### config.mk
export PLATFORM = sky130hd
export DESIGN_NAME = tbc_div
export DESIGN_NICKNAME = d
export VERILOG_FILES = /design/src/rtl/tbc_pkg.sv /design/src/rtl/tbc_div.sv
export SDC_FILE = /design/constraint.sdc
export NUM_CORES = 1
export LEC_CHECK = 0
export ABC_AREA = 0
export BUFFER_PORTS_ARGS = -buffer_cell sky130_fd_sc_hd__buf_2
export CAP_MARGIN = 20
export CORE_MARGIN = 8
export CORE_UTILIZATION = 50
export DETAILED_ROUTE_END_ITERATION = 7
export MAX_ROUTING_LAYER = met4
export PLACE_DENSITY = 0.7
export SLEW_MARGIN = 15
export SYNTH_ARGS = -nofsm -noshare
export SYNTH_HDL_FRONTEND = slang
export SYNTH_SLANG_ARGS = --single-unit
### constraint.sdc
create_clock -name clk_i -period 2.57 [get_ports clk_i]
set_input_delay 0.514 -clock clk_i [delete_from_list [all_inputs] [get_ports clk_i]]
set_output_delay 0.514 -clock clk_i [all_outputs]
set_load 0.005 [all_outputs]
### src/rtl/tbc_pkg.sv
`timescale 1ns / 1ps
// ----------------------------------------------------------------------------
// Tile map box collision: shared types and constants
// Holds the request codes, register indexes, reset values, the empty tile
// code and the request type of the iterative divider.
// ----------------------------------------------------------------------------
package tbc_pkg;

  // Width of one stored tile number.
  localparam int TILE_W = 12;
  typedef logic [TILE_W-1:0] tile_t;

  // Code of an empty tile (-1 in twelve bits).
  localparam tile_t EMPTY_TILE = '1;

  // Request kinds.
  localparam logic REQ_WRITE = 1'b0;
  localparam logic REQ_QUERY = 1'b1;

  // Configuration port.
  localparam int APB_ADDR_W = 4;
  localparam int APB_DATA_W = 32;
  localparam logic [1:0] REG_TILE_W   = 2'd0;
  localparam logic [1:0] REG_TILE_H   = 2'd1;
  localparam logic [1:0] REG_MAP_COLS = 2'd2;
  localparam logic [1:0] REG_MAP_ROWS = 2'd3;

  // Register widths and reset values.
  localparam int TSIZE_W = 8;
  localparam int MSIZE_W = 7;
  localparam logic [TSIZE_W-1:0] TILE_W_RESET   = 8'd32;
  localparam logic [TSIZE_W-1:0] TILE_H_RESET   = 8'd32;
  localparam logic [MSIZE_W-1:0] MAP_COLS_RESET = 7'd64;
  localparam logic [MSIZE_W-1:0] MAP_ROWS_RESET = 7'd64;

  // Divider: sixteen-bit magnitude over an eight-bit tile size.
  localparam int DIV_NUM_W = 16;
  localparam int DIV_DEN_W = TSIZE_W;
  localparam int DIV_CNT_W = $clog2(DIV_NUM_W + 1);

  typedef struct packed {
    logic                 start;
    logic [DIV_NUM_W-1:0] num;
    logic [DIV_DEN_W-1:0] den;
  } div_req_t;

  // Pixel offset of a tile edge inside the used map.
  localparam int PIX_W = 15;

endpackage

### src/rtl/tbc_div.sv
`timescale 1ns / 1ps
// ----------------------------------------------------------------------------
// Tile map box collision: iterative divider
// Restoring unsigned divider, one quotient bit per cycle. The quotient holds
// after the done pulse until the next start.
// ----------------------------------------------------------------------------
module tbc_div (
  input  logic                          clk_i,
  input  logic                          rst_ni,
  input  tbc_pkg::div_req_t             req_i,
  output logic [tbc_pkg::DIV_NUM_W-1:0] quot_o,
  output logic                          done_o
);

  logic [tbc_pkg::DIV_NUM_W-1:0] quot_q;
  logic [tbc_pkg::DIV_DEN_W-1:0] rem_q, rem_d;
  logic [tbc_pkg::DIV_DEN_W-1:0] den_q;
  logic [tbc_pkg::DIV_CNT_W-1:0] cnt_q;
  logic                          done_q;
  logic [tbc_pkg::DIV_DEN_W:0]   trial;
  logic                          fits;

  // One restoring step: shift in the next dividend bit and try to subtract.
  always_comb begin
    trial = {rem_q, quot_q[tbc_pkg::DIV_NUM_W-1]};
    fits  = (trial >= {1'b0, den_q});
    rem_d = fits ? tbc_pkg::DIV_DEN_W'(trial - {1'b0, den_q})
                 : trial[tbc_pkg::DIV_DEN_W-1:0];
  end

  // Step counter, remainder and the shared dividend/quotient shift register.
  always_ff @(posedge clk_i or negedge rst_ni) begin
    if (!rst_ni) begin
      cnt_q  <= '0;
      done_q <= 1'b0;
      quot_q <= '0;
      rem_q  <= '0;
      den_q  <= '0;
    end else if (req_i.start) begin
      quot_q <= req_i.num;
      rem_q  <= '0;
      den_q  <= req_i.den;
      cnt_q  <= tbc_pkg::DIV_CNT_W'(tbc_pkg::DIV_NUM_W);
      done_q <= 1'b0;
    end else if (cnt_q != '0) begin
      quot_q <= {quot_q[tbc_pkg::DIV_NUM_W-2:0], fits};
      rem_q  <= rem_d;
      cnt_q  <= cnt_q - 1'b1;
      done_q <= (cnt_q == tbc_pkg::DIV_CNT_W'(1));
    end else begin
      done_q <= 1'b0;
    end
  end

  assign quot_o = quot_q;
  assign done_o = done_q;

endmodule

Yosys cells after proc, flatten, opt, wreduce, memory -nomap -nowiden --
Index checks and enable logic that the tools add are counted.
Word-level totals: word-level logic and storage cells 20, input port bits 27, register bits 38, output and inout port bits 17
Cells by class: mux-type cells 9, reduce and logical (&&, ||, !) cells 2, add/sub/neg operators 2, eq/ne operators 1, magnitude comparators 1
Operators with widths (count):
- $mux 16 | 2
- $mux 8 | 3
- $mux 5 | 2
- $ge 9x8->1 | 1
- $sub 8x8->8 | 1
- $eq 5x1->1 const B | 1
- $reduce_bool 5->1 | 1
- $sub 5x1->5 const B | 1
- $mux 1 | 2
- $reduce_bool 2->1 | 1

Depth between registers and ports, before layout --
depth in word-level cells 4, depth in mapped cells 9, gate-level depth less buffers 8

Worst setup path before layout --
OpenSTA, ideal clock, no wires.
kind reg-to-reg, start register quot_q, in the netlist quot_o[15], end register rem_q[6] in the netlist's numbering, slack 0.668 ns, period minus slack after synthesis 1.902 ns, cell stages (with the launch flop) 9, required time 2.476 ns, setup time 0.094 ns, arrival 1.808 ns, path buffers 0, cells stage by stage dfrtp_1 inv_1 ha_1 fa_1 nand2b_1 a21oi_1 mux2i_1 o22ai_1 a211oi_1
Between the ends: cells in the longest elaborated chain, start to end 4, elaborated cells on any way between the ends 5, classes of those cells 1 x add/sub; 1 x order compare; 3 x mux
Ends and longest elaborated chain:
- start, declared | line tbc_div.sv:15 | logic [tbc_pkg::DIV_NUM_W-1:0] quot_q;
- start signal, assigned | line tbc_div.sv:40 | quot_q <= req_i.num;
- start signal, assigned | line tbc_div.sv:46 | quot_q <= {quot_q[tbc_pkg::DIV_NUM_W-2:0], fits};
- $sub 8x8->8 / $ge 9x8->1 (equally long branches) | line tbc_div.sv:27, tbc_div.sv:26
- $mux 8 (*) | line tbc_div.sv:27 | rem_d = fits ? tbc_pkg::DIV_DEN_W'(trial - {1'b0, den_q})
- $mux 8 (*) | line tbc_div.sv:45 | end else if (cnt_q != '0) begin
- $mux 8 (*) | line tbc_div.sv:39 | end else if (req_i.start) begin
- end signal, assigned | line tbc_div.sv:47 | rem_q <= rem_d;
- end, declared | line tbc_div.sv:16 | logic [tbc_pkg::DIV_DEN_W-1:0] rem_q, rem_d;
Mark *: on every way between the ends. The rest lies on a longest branch, timed or not. The select of a mux whose other input is x is not followed. A chain may end at the register's enable or synchronous reset.

Final worst setup path --
start register rem_q[1] in the netlist's numbering, end register rem_q[4] in the netlist's numbering
Between the ends: cells in the longest elaborated chain, start to end 4, elaborated cells on any way between the ends 5, classes of those cells 1 x add/sub; 1 x order compare; 3 x mux
Ends and longest elaborated chain (line):
- $sub 8x8->8 / $ge 9x8->1 (equally long branches) | tbc_div.sv:27, tbc_div.sv:26
- $mux 8 (*) | tbc_div.sv:27
- $mux 8 (*) | tbc_div.sv:45
- $mux 8 (*) | tbc_div.sv:39
Marks and branches as above.

==> flow_metrics.env <==
export IMPL_drc=0
export IMPL_synth_common_cells="38 x dfrtp_1, 28 x nand2_1, 26 x o21ai_0"
export IMPL_startpoint_type="flop"
export IMPL_drt_pass1_iter_count=4
export IMPL_yosysTopAreaCell="dfrtp_1"
export IMPL_fin_util_pct=57.72
export IMPL_cp_data_arrival_time_ns=2.34
export IMPL_grt_overflow_total=0
export IMPL_layout_drive_gt1_share_pct=19.41
export IMPL_rsz0062_at_grt="false"
export IMPL_wirelength_um=4683
export IMPL_core_um2=4264
export IMPL_p_sw_share_pct=39.98
export IMPL_tns_ns=0
export IMPL_die_y_um=81.72
export IMPL_drtAntennaViolNets=0
export IMPL_fin_crit_ns=2.166
export IMPL_ys_seq_area_share_pct=44.03
export IMPL_dr_first_iter_drc_count=133
export IMPL_hold_path_class="in -> async"
export IMPL_path_clk_slew_ns=0.07
export IMPL_cts_sinks=38
export IMPL_crit_slowest_cell="dfrtp_1"
export IMPL_die_width_um=81.72
export IMPL_netlist_top_cells_area="dfrtp_1 44%, mux2i_1 7.9%, ha_1 6.4%"
export IMPL_clock_skew_ns=0.002585
export IMPL_status="complete, no violations"
export IMPL_min_period_over_period_pct=84.29
export IMPL_worst_pin_slew_ns=0.8142
export IMPL_synth_async_reset_ratio_pct=100.0
export IMPL_yosysWarnings=0
export IMPL_clock_path_buffers=2
export IMPL_worst_ep_required_time_ns=2.74
export IMPL_ys_ff_latch=38
export IMPL_synth_edf_count=0
export IMPL_cts_tree="yes"
export IMPL_combPwrFrac_pct=46.7
export IMPL_power_leakage_nw=1.266
export IMPL_cts_htree_levels=2
export IMPL_clockPowerShare_pct=16.5
export IMPL_worst_slack_ns=0.4038
export IMPL_crit_family="compound AO/OA/AOI/OAI gates"
export IMPL_diodes=0
export IMPL_syn_inst=235
export IMPL_syn_area_um2=2160
export IMPL_grt_pass1_vias=1714
export IMPL_final_cell_area_um2=2461
export IMPL_gp_congestion=0.9137
export IMPL_syn_area_per_cell_um2=9.190
export IMPL_crit_chain="ha_1 -> o21ai_1 -> a21oi_1 -> o31a_1 -> or2_1 -> o311a_1"
export IMPL_start_util_pct=50.65
export IMPL_dp_worst_setup_slack_ns=0.4284
export IMPL_root_buffer="clkbuf_8"
export IMPL_grt_pass1_wl_um=7997
export IMPL_intPower_w=0.001412
export IMPL_rr_startpoint="rem_q[1]$_DFFE_PN0P_"
export IMPL_fmax_mhz=461.6
export IMPL_path_max_fanout=11
export IMPL_synth_ff_type="dfrtp_1"
export IMPL_dp_cells=318
export IMPL_cts_setup_buffers=0
export IMPL_syn_num_nets=274
export IMPL_ir_drop_mv=0.4025
export IMPL_place_area_um2=2381
export IMPL_fin_nets=312
export IMPL_drv_slew=0
export IMPL_io_pins=44
export IMPL_ctsResizeCount=0
export IMPL_p_sw_w=0.0009406
export IMPL_critPathMaxStageDelay_ns=0.41
export IMPL_synth_top_cell_area_share_pct=44.03
export IMPL_ctsHoldBuffers=0
export IMPL_worst_skew_pair_late_latency_ns=0.29
export IMPL_p_seq_share_pct=36.8
export IMPL_vias_per_cell=5.437
export IMPL_cts_made_buffers=5
export IMPL_hold_violations=0
export IMPL_power_density_nw_per_um2=955.9
export IMPL_timing_rr_end="rem_q[4]$_DFFE_PN0P_"
export IMPL_r2r_slack_ns=0.40
export IMPL_setup_viol=0
export IMPL_dr_total_vias=1767
export IMPL_grt_max_degree=39
export IMPL_crit_path_end_kind="flop"
export IMPL_post_drt_wl_per_cell_um=14.41
export IMPL_synth_most_common_cell="dfrtp_1"
export IMPL_areaGrowthSynthToFinish_pct=13.96
export IMPL_placementRows=24
export IMPL_hpwlAfterDp_um=3386
export IMPL_crit_buf_inv=0
export IMPL_dieArea_um2=6678
export IMPL_path_class="reg -> reg"
export IMPL_antenna_found_initial=0
export IMPL_port_buffers=43
export IMPL_maxCapViolCount=0
export IMPL_grt_usage_pct=15.76
export IMPL_slew_headroom_pct=45.72
export IMPL_r2r_cells=6
export IMPL_layout_cells_non_filler=325
export IMPL_synth_cell_types=41
[layout by cell type, fill, tap and decap left out, types with 4 or more instances in the layout]
cell type and n:
clkbuf_8 5, inv_1 16, nor2_1 22, mux2i_1 17, nor4_1 5, o21ai_0 26, ha_1 11, dfrtp_1 38
nand2_1 28, o311a_1 4, buf_2 43, a21oi_1 10
[worst max path at each step]
stage	from	end	slack [ns]	cells past startpoint
CTS	rem_q[1]$_DFFE_PN0P_	rem_q[1]$_DFFE_PN0P_	0.41	6
floorplan	quot_o[15]$_DFFE_PN0P_	rem_q[6]$_DFFE_PN0P_	0.67	8
global placement	rem_q[1]$_DFFE_PN0P_	rem_q[0]$_DFFE_PN0P_	0.45	6
global route	rem_q[1]$_DFFE_PN0P_	rem_q[3]$_DFFE_PN0P_	0.24	6
detailed placement	rem_q[1]$_DFFE_PN0P_	rem_q[0]$_DFFE_PN0P_	0.43	6
finish	rem_q[1]$_DFFE_PN0P_	rem_q[4]$_DFFE_PN0P_	0.40	6
[per-layer routing]
metal / up-vias / track usage (%) / part of all wire (%)
li1: 899 / - / -
met5: - / - / 0
met4: 0 / 4.737 / 1.1
met1: 812 / 21.41 / 50
met3: 6 / 5.033 / 5.8
met2: 50 / 21.78 / 43
[flip-flops by register name, indices dropped and copies added (netlist names)]
| register | flops |
|---|---|
| done_o | 1 |
| den_q | 8 |
| cnt_q | 5 |
| rem_q | 8 |
| quot_o | 16 |
[power groups by stage]
stage | sequential (W) | clock [W] | combinational (W)
floorplan | 0.000849 | 0 | 0.000869
global placement | 0.000873 | 0 | 0.00109
detailed placement | 0.000876 | 0 | 0.00109
CTS | 0.000867 | 0.000401 | 0.00110
global route | 0.000891 | 0.000426 | 0.00124
finish | 0.000865 | 0.000388 | 0.00110
[area by class of cell]
type | instances | area (um^2)
fillers | 394 | 1803
multi-input cells | 167 | 1075
flip-flops and latches | 38 | 950.9
repair buffers | 45 | 230.2
clock buffers | 6 | 72.57
well taps | 52 | 65.06
inverters | 16 | 60.06
clock inverters | 1 | 7.507
[logic make-up after synthesis]
group	synth area share, %
flops	44.03
mux	8.401
xor+xnor	0.8113
fa+ha+maj	7.300
compound gates	17.38
simple gates	15.88
buf+inv	6.199
[per-stage QoR]
step                power [W]  hold slack, ns
global placement     0.001959          0.5112
finish               0.002353          0.3143
detailed placement   0.001966          0.5186
floorplan            0.001718          0.2184
CTS                  0.002367          0.3525
global route         0.002558          0.4024
Note: power is estimated with default switching activity, not from simulation.
